`src/hdl/bdq_pkg.sv`:
```
package bdq_pkg;

    localparam int DEPTH   = 16;
    localparam int DATA_W  = 32;
    localparam int CMD_W   = 3;
    localparam int CAP_W   = 5;
    localparam int FILL_W  = 5;
    localparam int PTR_W   = (DEPTH > 1) ? $clog2(DEPTH) : 1;
    localparam int CNT_W   = $clog2(DEPTH + 1);
    localparam int SUM_W   = CNT_W + 1;
    localparam int CMP_W   = (CAP_W > CNT_W) ? CAP_W : CNT_W;
    localparam int APB_AW  = 3;
    localparam int APB_DW  = 32;

    localparam logic [CAP_W-1:0]  CAP_RESET  = CAP_W'(16);
    localparam logic [DATA_W-1:0] EMPTY_WORD = '1;

    localparam logic REG_CAPACITY = 1'b0;

    typedef enum logic [CMD_W-1:0] {
        CMD_PUSH_FRONT = 3'd0,
        CMD_PUSH_REAR  = 3'd1,
        CMD_POP_FRONT  = 3'd2,
        CMD_POP_REAR   = 3'd3,
        CMD_NONE       = 3'd4
    } t_cmd;

    typedef struct packed {
        logic [CAP_W-1:0] capacity;
    } t_cfg;

    typedef struct packed {
        logic                     ok;
        logic signed [DATA_W-1:0] front_value;
        logic signed [DATA_W-1:0] rear_value;
        logic [FILL_W-1:0]        fill_count;
        logic                     is_empty;
        logic                     is_full;
    } t_result;

    function automatic logic [CNT_W-1:0] eff_cap(input logic [CAP_W-1:0] cap);
        logic [CMP_W-1:0] c;
        c = CMP_W'(cap);
        if (c > CMP_W'(DEPTH)) begin
            return CNT_W'(DEPTH);
        end
        return CNT_W'(cap);
    endfunction

    function automatic logic [PTR_W-1:0] wrap_add(input logic [PTR_W-1:0] ptr,
                                                  input logic [CNT_W-1:0] cnt);
        logic [SUM_W-1:0] s;
        s = SUM_W'(ptr) + SUM_W'(cnt);
        if (s >= SUM_W'(DEPTH)) begin
            s = s - SUM_W'(DEPTH);
        end
        return PTR_W'(s);
    endfunction

    function automatic logic [PTR_W-1:0] ptr_inc(input logic [PTR_W-1:0] ptr);
        if (ptr == PTR_W'(DEPTH - 1)) begin
            return '0;
        end
        return ptr + PTR_W'(1);
    endfunction

    function automatic logic [PTR_W-1:0] ptr_dec(input logic [PTR_W-1:0] ptr);
        if (ptr == '0) begin
            return PTR_W'(DEPTH - 1);
        end
        return ptr - PTR_W'(1);
    endfunction

endpackage

```
`src/hdl/bdq_ifs.sv`:
```
interface bdq_in_if;
    import bdq_pkg::*;

    logic                     valid;
    logic                     ready;
    logic [CMD_W-1:0]         cmd;
    logic signed [DATA_W-1:0] data_value;

    modport source (output valid, output cmd, output data_value, input ready);
    modport sink   (input valid, input cmd, input data_value, output ready);
endinterface

interface bdq_out_if;
    import bdq_pkg::*;

    logic                     valid;
    logic                     ready;
    logic                     ok;
    logic signed [DATA_W-1:0] front_value;
    logic signed [DATA_W-1:0] rear_value;
    logic [FILL_W-1:0]        fill_count;
    logic                     is_empty;
    logic                     is_full;

    modport source (output valid, output ok, output front_value, output rear_value,
                    output fill_count, output is_empty, output is_full, input ready);
    modport sink   (input valid, input ok, input front_value, input rear_value,
                    input fill_count, input is_empty, input is_full, output ready);
endinterface

```
`src/hdl/bdq_ram.sv`:
```
module bdq_ram #(
    parameter int WIDTH = 32,
    parameter int DEPTH = 16,
    localparam int AW = (DEPTH > 1) ? $clog2(DEPTH) : 1
) (
    input  logic             i_clk,
    input  logic             i_we,
    input  logic [AW-1:0]    i_waddr,
    input  logic [WIDTH-1:0] i_wdata,
    input  logic             i_re,
    input  logic [AW-1:0]    i_raddr_a,
    input  logic [AW-1:0]    i_raddr_b,
    output logic [WIDTH-1:0] o_rdata_a,
    output logic [WIDTH-1:0] o_rdata_b
);
    logic [WIDTH-1:0] mem [DEPTH];

    always_ff @(posedge i_clk) begin
        if (i_we) begin
            mem[i_waddr] <= i_wdata;
        end
    end

    always_ff @(posedge i_clk) begin
        if (i_re) begin
            o_rdata_a <= mem[i_raddr_a];
            o_rdata_b <= mem[i_raddr_b];
        end
    end
endmodule

```
`src/hdl/bdq_apb_regs.sv`:
```
module bdq_apb_regs (
    input  logic                         i_clk,
    input  logic                         i_rst_n,
    input  logic                         psel,
    input  logic                         penable,
    input  logic                         pwrite,
    input  logic [bdq_pkg::APB_AW-1:0]   paddr,
    input  logic [bdq_pkg::APB_DW-1:0]   pwdata,
    output logic [bdq_pkg::APB_DW-1:0]   prdata,
    output logic                         pready,
    output bdq_pkg::t_cfg                o_cfg
);
    import bdq_pkg::*;

    logic [CAP_W-1:0] r_capacity;
    logic             wr_en;
    logic             sel_cap;

    assign pready  = 1'b1;
    assign sel_cap = (paddr[APB_AW-1:2] == REG_CAPACITY);
    assign wr_en   = psel && penable && pwrite && pready;

    always_ff @(posedge i_clk) begin
        if (!i_rst_n) begin
            r_capacity <= CAP_RESET;
        end else if (wr_en && sel_cap) begin
            r_capacity <= pwdata[CAP_W-1:0];
        end
    end

    always_comb begin
        prdata = '0;
        if (sel_cap) begin
            prdata = APB_DW'(r_capacity);
        end
    end

    assign o_cfg.capacity = r_capacity;
endmodule

```
`src/hdl/bdq_core.sv`:
```
module bdq_core (
    input  logic          i_clk,
    input  logic          i_rst_n,
    input  bdq_pkg::t_cfg i_cfg,
    bdq_in_if.sink        i_in,
    bdq_out_if.source     o_out
);
    import bdq_pkg::*;

    typedef enum logic [2:0] {
        S_IDLE = 3'b001,
        S_READ = 3'b010,
        S_LOAD = 3'b100
    } t_state;

    t_state            r_state, n_state;
    logic [PTR_W-1:0]  r_front, n_front;
    logic [CNT_W-1:0]  r_count, n_count;
    logic              r_ok, n_ok;
    logic              r_out_valid;
    t_result           r_out;

    logic              accept;
    logic              room;
    logic              nonempty;
    logic              we;
    logic [PTR_W-1:0]  waddr;
    logic [PTR_W-1:0]  rear_addr;
    logic [DATA_W-1:0] rd_front;
    logic [DATA_W-1:0] rd_rear;
    logic [CNT_W-1:0]  cap;
    logic              slot_free;
    t_result           result;

    assign cap       = eff_cap(i_cfg.capacity);
    assign i_in.ready = (r_state == S_IDLE);
    assign accept    = i_in.valid && i_in.ready;
    assign room      = r_count < cap;
    assign nonempty  = r_count != '0;
    assign slot_free = !r_out_valid || o_out.ready;

    always_comb begin
        n_front = r_front;
        n_count = r_count;
        n_ok    = 1'b0;
        we      = 1'b0;
        waddr   = wrap_add(r_front, r_count);
        case (t_cmd'(i_in.cmd))
            CMD_PUSH_FRONT: begin
                if (room) begin
                    n_front = ptr_dec(r_front);
                    waddr   = ptr_dec(r_front);
                    we      = accept;
                    n_count = r_count + CNT_W'(1);
                    n_ok    = 1'b1;
                end
            end
            CMD_PUSH_REAR: begin
                if (room) begin
                    we      = accept;
                    n_count = r_count + CNT_W'(1);
                    n_ok    = 1'b1;
                end
            end
            CMD_POP_FRONT: begin
                if (nonempty) begin
                    n_front = ptr_inc(r_front);
                    n_count = r_count - CNT_W'(1);
                    n_ok    = 1'b1;
                end
            end
            CMD_POP_REAR: begin
                if (nonempty) begin
                    n_count = r_count - CNT_W'(1);
                    n_ok    = 1'b1;
                end
            end
            CMD_NONE: begin
                n_ok = 1'b1;
            end
            default: begin
                n_ok = 1'b0;
            end
        endcase
    end

    assign rear_addr = wrap_add(r_front, nonempty ? r_count - CNT_W'(1) : '0);

    bdq_ram #(
        .WIDTH (DATA_W),
        .DEPTH (DEPTH)
    ) u_ram (
        .i_clk     (i_clk),
        .i_we      (we),
        .i_waddr   (waddr),
        .i_wdata   (i_in.data_value),
        .i_re      (r_state == S_READ),
        .i_raddr_a (r_front),
        .i_raddr_b (rear_addr),
        .o_rdata_a (rd_front),
        .o_rdata_b (rd_rear)
    );

    always_comb begin
        n_state = r_state;
        case (r_state)
            S_IDLE: begin
                if (accept) begin
                    n_state = S_READ;
                end
            end
            S_READ: begin
                n_state = S_LOAD;
            end
            S_LOAD: begin
                if (slot_free) begin
                    n_state = S_IDLE;
                end
            end
            default: begin
                n_state = S_IDLE;
            end
        endcase
    end

    always_comb begin
        result.ok          = r_ok;
        result.front_value = nonempty ? rd_front : EMPTY_WORD;
        result.rear_value  = nonempty ? rd_rear : EMPTY_WORD;
        result.fill_count  = FILL_W'(r_count);
        result.is_empty    = !nonempty;
        result.is_full     = r_count >= cap;
    end

    always_ff @(posedge i_clk) begin
        if (!i_rst_n) begin
            r_state     <= S_IDLE;
            r_front     <= '0;
            r_count     <= '0;
            r_ok        <= 1'b0;
            r_out_valid <= 1'b0;
        end else begin
            r_state <= n_state;
            if (accept) begin
                r_front <= n_front;
                r_count <= n_count;
                r_ok    <= n_ok;
            end
            if (r_state == S_LOAD && slot_free) begin
                r_out_valid <= 1'b1;
            end else if (o_out.ready) begin
                r_out_valid <= 1'b0;
            end
        end
    end

    always_ff @(posedge i_clk) begin
        if (r_state == S_LOAD && slot_free) begin
            r_out <= result;
        end
    end

    assign o_out.valid       = r_out_valid;
    assign o_out.ok          = r_out.ok;
    assign o_out.front_value = r_out.front_value;
    assign o_out.rear_value  = r_out.rear_value;
    assign o_out.fill_count  = r_out.fill_count;
    assign o_out.is_empty    = r_out.is_empty;
    assign o_out.is_full     = r_out.is_full;

    a_count_bound: assert property (@(posedge i_clk) disable iff (!i_rst_n)
        r_count <= CNT_W'(DEPTH))
        else $error("Fill count exceeds the buffer depth.");

    a_accept_read: assert property (@(posedge i_clk) disable iff (!i_rst_n)
        (i_in.valid && i_in.ready) |=> (r_state == S_READ))
        else $error("An accepted transfer did not start a memory read.");

    a_count_step: assert property (@(posedge i_clk) disable iff (!i_rst_n)
        (i_in.valid && i_in.ready) |=> (r_count == $past(r_count)
            || r_count == $past(r_count) + CNT_W'(1)
            || r_count == $past(r_count) - CNT_W'(1)))
        else $error("Fill count moved by more than one in a single transfer.");

    a_load_origin: assert property (@(posedge i_clk) disable iff (!i_rst_n)
        $rose(o_out.valid) |-> ($past(r_state) == S_LOAD))
        else $error("A result appeared before its memory read completed.");
endmodule

```
`src/hdl/bounded_deque_unit.sv`:
```
// Channel   Direction  Contents
// i_in      sink       cmd, data_value
// o_out     source     ok, front_value, rear_value, fill_count, is_empty, is_full
// APB       slave      capacity at byte address 0
//
// Each command passes from transfer to result through the update and
// memory write, the memory read of the front and rear words, and the output load.
// The slot memory read is registered, so the read has a step of its own.
// Reset clears the pointers and the count; capacity returns to 16.
// A stalled result holds the sequencer in its last step, and a new
// transfer is taken as soon as the result has moved to the output register.
module bounded_deque_unit (
    input  logic                       i_clk,
    input  logic                       i_rst_n,
    bdq_in_if.sink                     i_in,
    bdq_out_if.source                  o_out,
    input  logic                       psel,
    input  logic                       penable,
    input  logic                       pwrite,
    input  logic [bdq_pkg::APB_AW-1:0] paddr,
    input  logic [bdq_pkg::APB_DW-1:0] pwdata,
    output logic [bdq_pkg::APB_DW-1:0] prdata,
    output logic                       pready
);
    import bdq_pkg::*;

    t_cfg cfg;

    bdq_apb_regs u_regs (
        .i_clk   (i_clk),
        .i_rst_n (i_rst_n),
        .psel    (psel),
        .penable (penable),
        .pwrite  (pwrite),
        .paddr   (paddr),
        .pwdata  (pwdata),
        .prdata  (prdata),
        .pready  (pready),
        .o_cfg   (cfg)
    );

    bdq_core u_core (
        .i_clk   (i_clk),
        .i_rst_n (i_rst_n),
        .i_cfg   (cfg),
        .i_in    (i_in),
        .o_out   (o_out)
    );
endmodule

```
`src/flat_wrapper.sv`:
```
// flat-port wrapper written by rule: the top's interface ports become plain ports
module bounded_deque_unit_flat import bdq_pkg::*;
  (i_clk, i_rst_n, psel, penable, pwrite, paddr, pwdata, prdata, pready, i_in_valid, i_in_cmd, i_in_data_value, i_in_ready, o_out_valid, o_out_ok, o_out_front_value, o_out_rear_value, o_out_fill_count, o_out_is_empty, o_out_is_full, o_out_ready);
  bdq_in_if i_in_i ();
  bdq_out_if o_out_i ();
  input  logic i_clk;
  input  logic i_rst_n;
  input  logic psel;
  input  logic penable;
  input  logic pwrite;
  input  logic [bdq_pkg::APB_AW-1:0] paddr;
  input  logic [bdq_pkg::APB_DW-1:0] pwdata;
  output logic [bdq_pkg::APB_DW-1:0] prdata;
  output logic pready;
  input wire logic [$bits(i_in_i.valid)-1:0] i_in_valid;
  input wire logic [$bits(i_in_i.cmd)-1:0] i_in_cmd;
  input wire logic [$bits(i_in_i.data_value)-1:0] i_in_data_value;
  output wire logic [$bits(i_in_i.ready)-1:0] i_in_ready;
  output wire logic [$bits(o_out_i.valid)-1:0] o_out_valid;
  output wire logic [$bits(o_out_i.ok)-1:0] o_out_ok;
  output wire logic [$bits(o_out_i.front_value)-1:0] o_out_front_value;
  output wire logic [$bits(o_out_i.rear_value)-1:0] o_out_rear_value;
  output wire logic [$bits(o_out_i.fill_count)-1:0] o_out_fill_count;
  output wire logic [$bits(o_out_i.is_empty)-1:0] o_out_is_empty;
  output wire logic [$bits(o_out_i.is_full)-1:0] o_out_is_full;
  input wire logic [$bits(o_out_i.ready)-1:0] o_out_ready;
  assign i_in_i.valid = i_in_valid;
  assign i_in_i.cmd = i_in_cmd;
  assign i_in_i.data_value = i_in_data_value;
  assign i_in_ready = i_in_i.ready;
  assign o_out_valid = o_out_i.valid;
  assign o_out_ok = o_out_i.ok;
  assign o_out_front_value = o_out_i.front_value;
  assign o_out_rear_value = o_out_i.rear_value;
  assign o_out_fill_count = o_out_i.fill_count;
  assign o_out_is_empty = o_out_i.is_empty;
  assign o_out_is_full = o_out_i.is_full;
  assign o_out_i.ready = o_out_ready;
  bounded_deque_unit u_core (.i_clk(i_clk), .i_rst_n(i_rst_n), .i_in(i_in_i), .o_out(o_out_i), .psel(psel), .penable(penable), .pwrite(pwrite), .paddr(paddr), .pwdata(pwdata), .prdata(prdata), .pready(pready));
endmodule
```
`config.mk`:
```
export PLATFORM = sky130hd
export DESIGN_NAME = bounded_deque_unit_flat
export DESIGN_NICKNAME = d
export VERILOG_FILES = /design/src/hdl/bdq_pkg.sv /design/src/hdl/bdq_ifs.sv /design/src/hdl/bdq_ram.sv /design/src/hdl/bdq_apb_regs.sv /design/src/hdl/bdq_core.sv /design/src/hdl/bounded_deque_unit.sv /design/src/flat_wrapper.sv
export SDC_FILE = /design/constraint.sdc
export NUM_CORES = 1
export LEC_CHECK = 0
export BUFFER_PORTS_ARGS = -buffer_cell sky130_fd_sc_hd__buf_2
export CORE_ASPECT_RATIO = 1.2
export CORE_MARGIN = 2
export CORE_UTILIZATION = 61
export CTS_BUF_LIST = sky130_fd_sc_hd__clkbuf_16
export CTS_CLUSTER_SIZE = 28
export DETAILED_ROUTE_END_ITERATION = 16
export PLACE_DENSITY = 0.86
export SLEW_MARGIN = 20
export SYNTH_ARGS = -nofsm -noshare
export SYNTH_HDL_FRONTEND = slang
export SYNTH_HIERARCHICAL = 1
export SYNTH_SLANG_ARGS = --single-unit
```
`constraint.sdc`:
```
create_clock -name i_clk -period 6.9 [get_ports i_clk]
set_input_delay 1.38 -clock i_clk [delete_from_list [all_inputs] [get_ports i_clk]]
set_output_delay 1.38 -clock i_clk [all_outputs]
set_load 0.1 [all_outputs]
```
==> impl_metrics.json <==
{
  "status": "completed",
  "synth_seq_area_share": 0.675,
  "cp-end-kind": "register",
  "synthXorXnorAreaFrac": 0.00298,
  "setup_viol": 0,
  "grt_busiest_layer": "met2",
  "crit_fanout": 21,
  "hold_viol_final": 0,
  "max_freq_ghz": 0.203,
  "cts_resized": 0,
  "holdPathEnd": "u_core/u_core/o_out.ok",
  "yosysUniqueCellTypes": 59,
  "rsz0062_at_grt": "no",
  "drv_slew": 0,
  "drc": 0,
  "synth_top_family_by_area": "multiplexers",
  "internal_power_mw": 7.04,
  "viasPerCell": 7.02,
  "drive_above_1_share": 0.366,
  "reg2regPathDepth": 8,
  "drtIter0Drc": 1872,
  "synth_edf_count": 648,
  "holdWs_ns": 0.435,
  "ys.flop_type": "edfxtp_1",
  "async_flop_share": 0,
  "grt_pass1_wl_mm": 105,
  "ios": 184,
  "worstMarginPinSlew_ns": 1.21,
  "grt-ovfl-total": 0,
  "peakVddDrop_uv": 205,
  "grt_max_degree": 77,
  "critPathKind": "reg2reg",
  "hold_path.class": "reg2reg",
  "io_buffers": 126,
  "min_period_ns": 4.93,
  "die_y_um": 244,
  "drt-total-wl_mm": 71.4,
  "place_congestion": 0.786,
  "post-dp-hpwl_mm": 37.7,
  "die_x_um": 204,
  "synth.avg_cell_area_um2": 19.3,
  "row_count": 88,
  "maxCapViolations": 0,
  "grt_pass1_vias": 16800,
  "tritoncts": "yes",
  "stdcell_count": 2325,
  "swShare": 0.246,
  "final_antenna_net_count": 0,
  "power.switching_mw": 2.30,
  "clock-root-buffer": "clkbuf_16",
  "coreArea_mm2": 0.0478,
  "dieArea_mm2": 0.0499,
  "cts_made_buffers": 61,
  "syn_area_mm2": 0.0294,
  "start_kind": "register",
  "seq_power_share": 0.486,
  "wl_per_cell_um": 30.7,
  "cp.arrival_ns": 5.24,
  "htreeDepth": 2,
  "syn_inst": 1522,
  "slowest_stage": "nor2_4",
  "use_met1": 0.365,
  "p_per_area_mw_per_mm2": 286,
  "r2r_slack_ns": 1.97,
  "relSlewSlack": 0.192,
  "cts_setup_buffers": 0,
  "clkPwrFrac": 0.369,
  "clock_skew_ns": 0.0153,
  "cp.required_ns": 7.21,
  "grt_use_met2": 0.485,
  "clockBufferDepth": 3,
  "num_vias": 16300,
  "tns_ns": 0,
  "nNetsFinal": 1738,
  "path_buf_inv": 1,
  "yosys.area_share.simple": 0.0431,
  "muxShareOfSynthArea": 0.199,
  "power.leakage_nw": 10.3,
  "grt_usage": 0.291,
  "met3_usage": 0.0596,
  "n_fill_cell": 2846,
  "finalPower_mw": 9.34,
  "min_from": "u_core/u_core/r_ok",
  "rr_startpoint": "u_core/u_core/r_count[2]",
  "synth_compound_area_frac": 0.0441,
  "start_util": 0.615,
  "ys_ff_latch": 667,
  "place_ws_ns": 1.73,
  "postCtsHoldBufs": 0,
  "clk_pin_slew_ns": 0.06,
  "period_share": 0.715,
  "yosysWarnings": 6,
  "cts_num_sinks": 667,
  "path_cells": "ha_1 > a21o_1 > a221oi_2 > nor4b_2 > mux2i_1 > nand2b_1 > nor2_4 > buf_4",
  "first_pass_iters": 7,
  "path_delay_family": "simple AND/OR/NAND/NOR gates",
  "max_stage_delay_ns": 0.93,
  "synth_fa_ha_area_frac": 0.00861,
  "area_growth_pct": 11.3,
  "rr_endpoint": "u_core/u_core/u_ram/mem[14][15]",
  "hold-path-cell-count": 0,
  "dp.cells": 2207,
  "antenna_found_initial": 6,
  "finalWorstSetupSlack_ns": 1.97,
  "combPwrFrac": 0.145,
  "clk_latency_ns": 0.64
}
per-stage QoR:
| step | cell area (um^2) | utilization |
|---|---|---|
| 2_1_floorplan | 29500 | - |
| 3_3_place_gp | 30600 | 0.641 |
| 3_5_place_dp | 30600 | 0.641 |
| 4_1_cts | 32700 | 0.683 |
| 5_1_grt | 32700 | 0.684 |
| 6_report | 32700 | 0.684 |
cells by family (layout without fill, tap and decap cells):
logic type               Yosys count  in the layout
multiplexers                     265            265
XOR/XNOR                          10             10
flip-flops                       667            667
buffers and inverters            145            290
other                              2             30
AO/OA/AOI/OAI                    176            176
adder cells (fa/ha/maj)           19             19
AND/OR/NAND/NOR                  238            238
worst max path at each step:
| stage | start | to | slack (ns) | cells after the start |
|---|---|---|---|---|
| 2_1_floorplan | u_core/u_core/r_state[1] | u_core/u_core/u_ram/o_rdata_a[0] | 1.20 | 1 |
| 3_3_place_gp | i_in_cmd[1] | u_core/u_core/u_ram/mem[15][18] | 1.93 | 7 |
| 3_5_place_dp | i_in_cmd[1] | u_core/u_core/u_ram/mem[15][18] | 1.73 | 7 |
| 4_1_cts | u_core/u_core/r_count[2] | u_core/u_core/u_ram/mem[15][16] | 2.05 | 8 |
| 5_1_grt | u_core/u_core/r_count[2] | u_core/u_core/u_ram/mem[14][15] | 1.75 | 8 |
| 6_report | u_core/u_core/r_count[2] | u_core/u_core/u_ram/mem[14][15] | 1.97 | 8 |
cells in the mapped netlist, drive strengths merged, types with 6 or more instances:
master	n	area, um^2
ha	17	213
o211ai	6	45.0
mux4	256	5770
mux2i	8	80.1
buf	88	552
nor2	29	111
inv	12	45.0
dfxtp	19	380
nor3	11	55.1
a21oi	13	68.8
nor2b	9	56.3
edfxtp	648	19500
a22oi	128	961
xnor2	6	52.6
o21ai	11	58.8
clkbuf	44	165
nand2	82	308
or2	65	407
or3	7	43.8
worst register-to-register path: stages, from the launching register on:
cell	delay, ns
dfxtp_1	0.62
ha_1	0.35
a21o_1	0.23
a221oi_2	0.31
nor4b_2	0.59
mux2i_1	0.69
nand2b_1	0.42
nor2_4	0.93
buf_4	0.45
layout by cell type, fill, tap and decap left out, drive strengths merged, types with 6 or more instances in the layout:
cell type  Yosys  layout
or2           65      65
buf           88     163
o21ai         11      11
dfxtp         19      19
clkbuf        44      62
a21oi         13      13
or3            7       7
a22oi        128     128
mux2i          8       8
inv           12      21
clkinv         1      30
o211ai         6       6
xnor2          6       6
edfxtp       648     648
conb           2      28
ha            17      17
nor3          11      11
nor2          29      29
nand2         82      82
mux4         256     256
nor2b          9       9
bufinv         0       9
power groups by stage:
| stage | logic [mW] | clock network (mW) | registers, mW |
|---|---|---|---|
| after floorplan | 1.00 | 0 | 4.62 |
| after global placement | 1.30 | 0 | 4.63 |
| after detailed placement | 1.33 | 0 | 4.63 |
| after CTS | 1.35 | 3.48 | 4.54 |
| after global routing | 1.43 | 3.62 | 4.55 |
| final | 1.35 | 3.45 | 4.54 |
state kept, by name (all words and copies together), names as in the netlist, 5 cells and up:
name and count:
u_core/u_core/o_out.front_value 32, u_core/u_regs/o_cfg 5, u_core/u_core/u_ram/o_rdata_b 32, u_core/u_core/u_ram/mem 512
u_core/u_core/r_count 5, u_core/u_core/u_ram/o_rdata_a 32, u_core/u_core/o_out.rear_value 32, u_core/u_core/o_out.fill_count 5
metal layers:
layer / vias up / share of wire
met5: - / 0.00064
met4: 8 / 0.046
met3: 230 / 0.11
met2: 1204 / 0.51
met1: 8351 / 0.33
li1: 6528 / -
cell type report:
type                            count  area [um^2]  share of cell area
Clock buffer                       62         1550              0.0474
Inverter                           13         51.3             0.00157
Tap cell                          630          788              0.0241
Multi-Input combinational cell    736         9010               0.276
Clock inverter                     52          485              0.0148
Sequential cell                   667        19800               0.607
Timing Repair Buffer              163          958              0.0293
Antenna cell                        2         5.00            0.000153
Power figures use the tool's default switching activity.
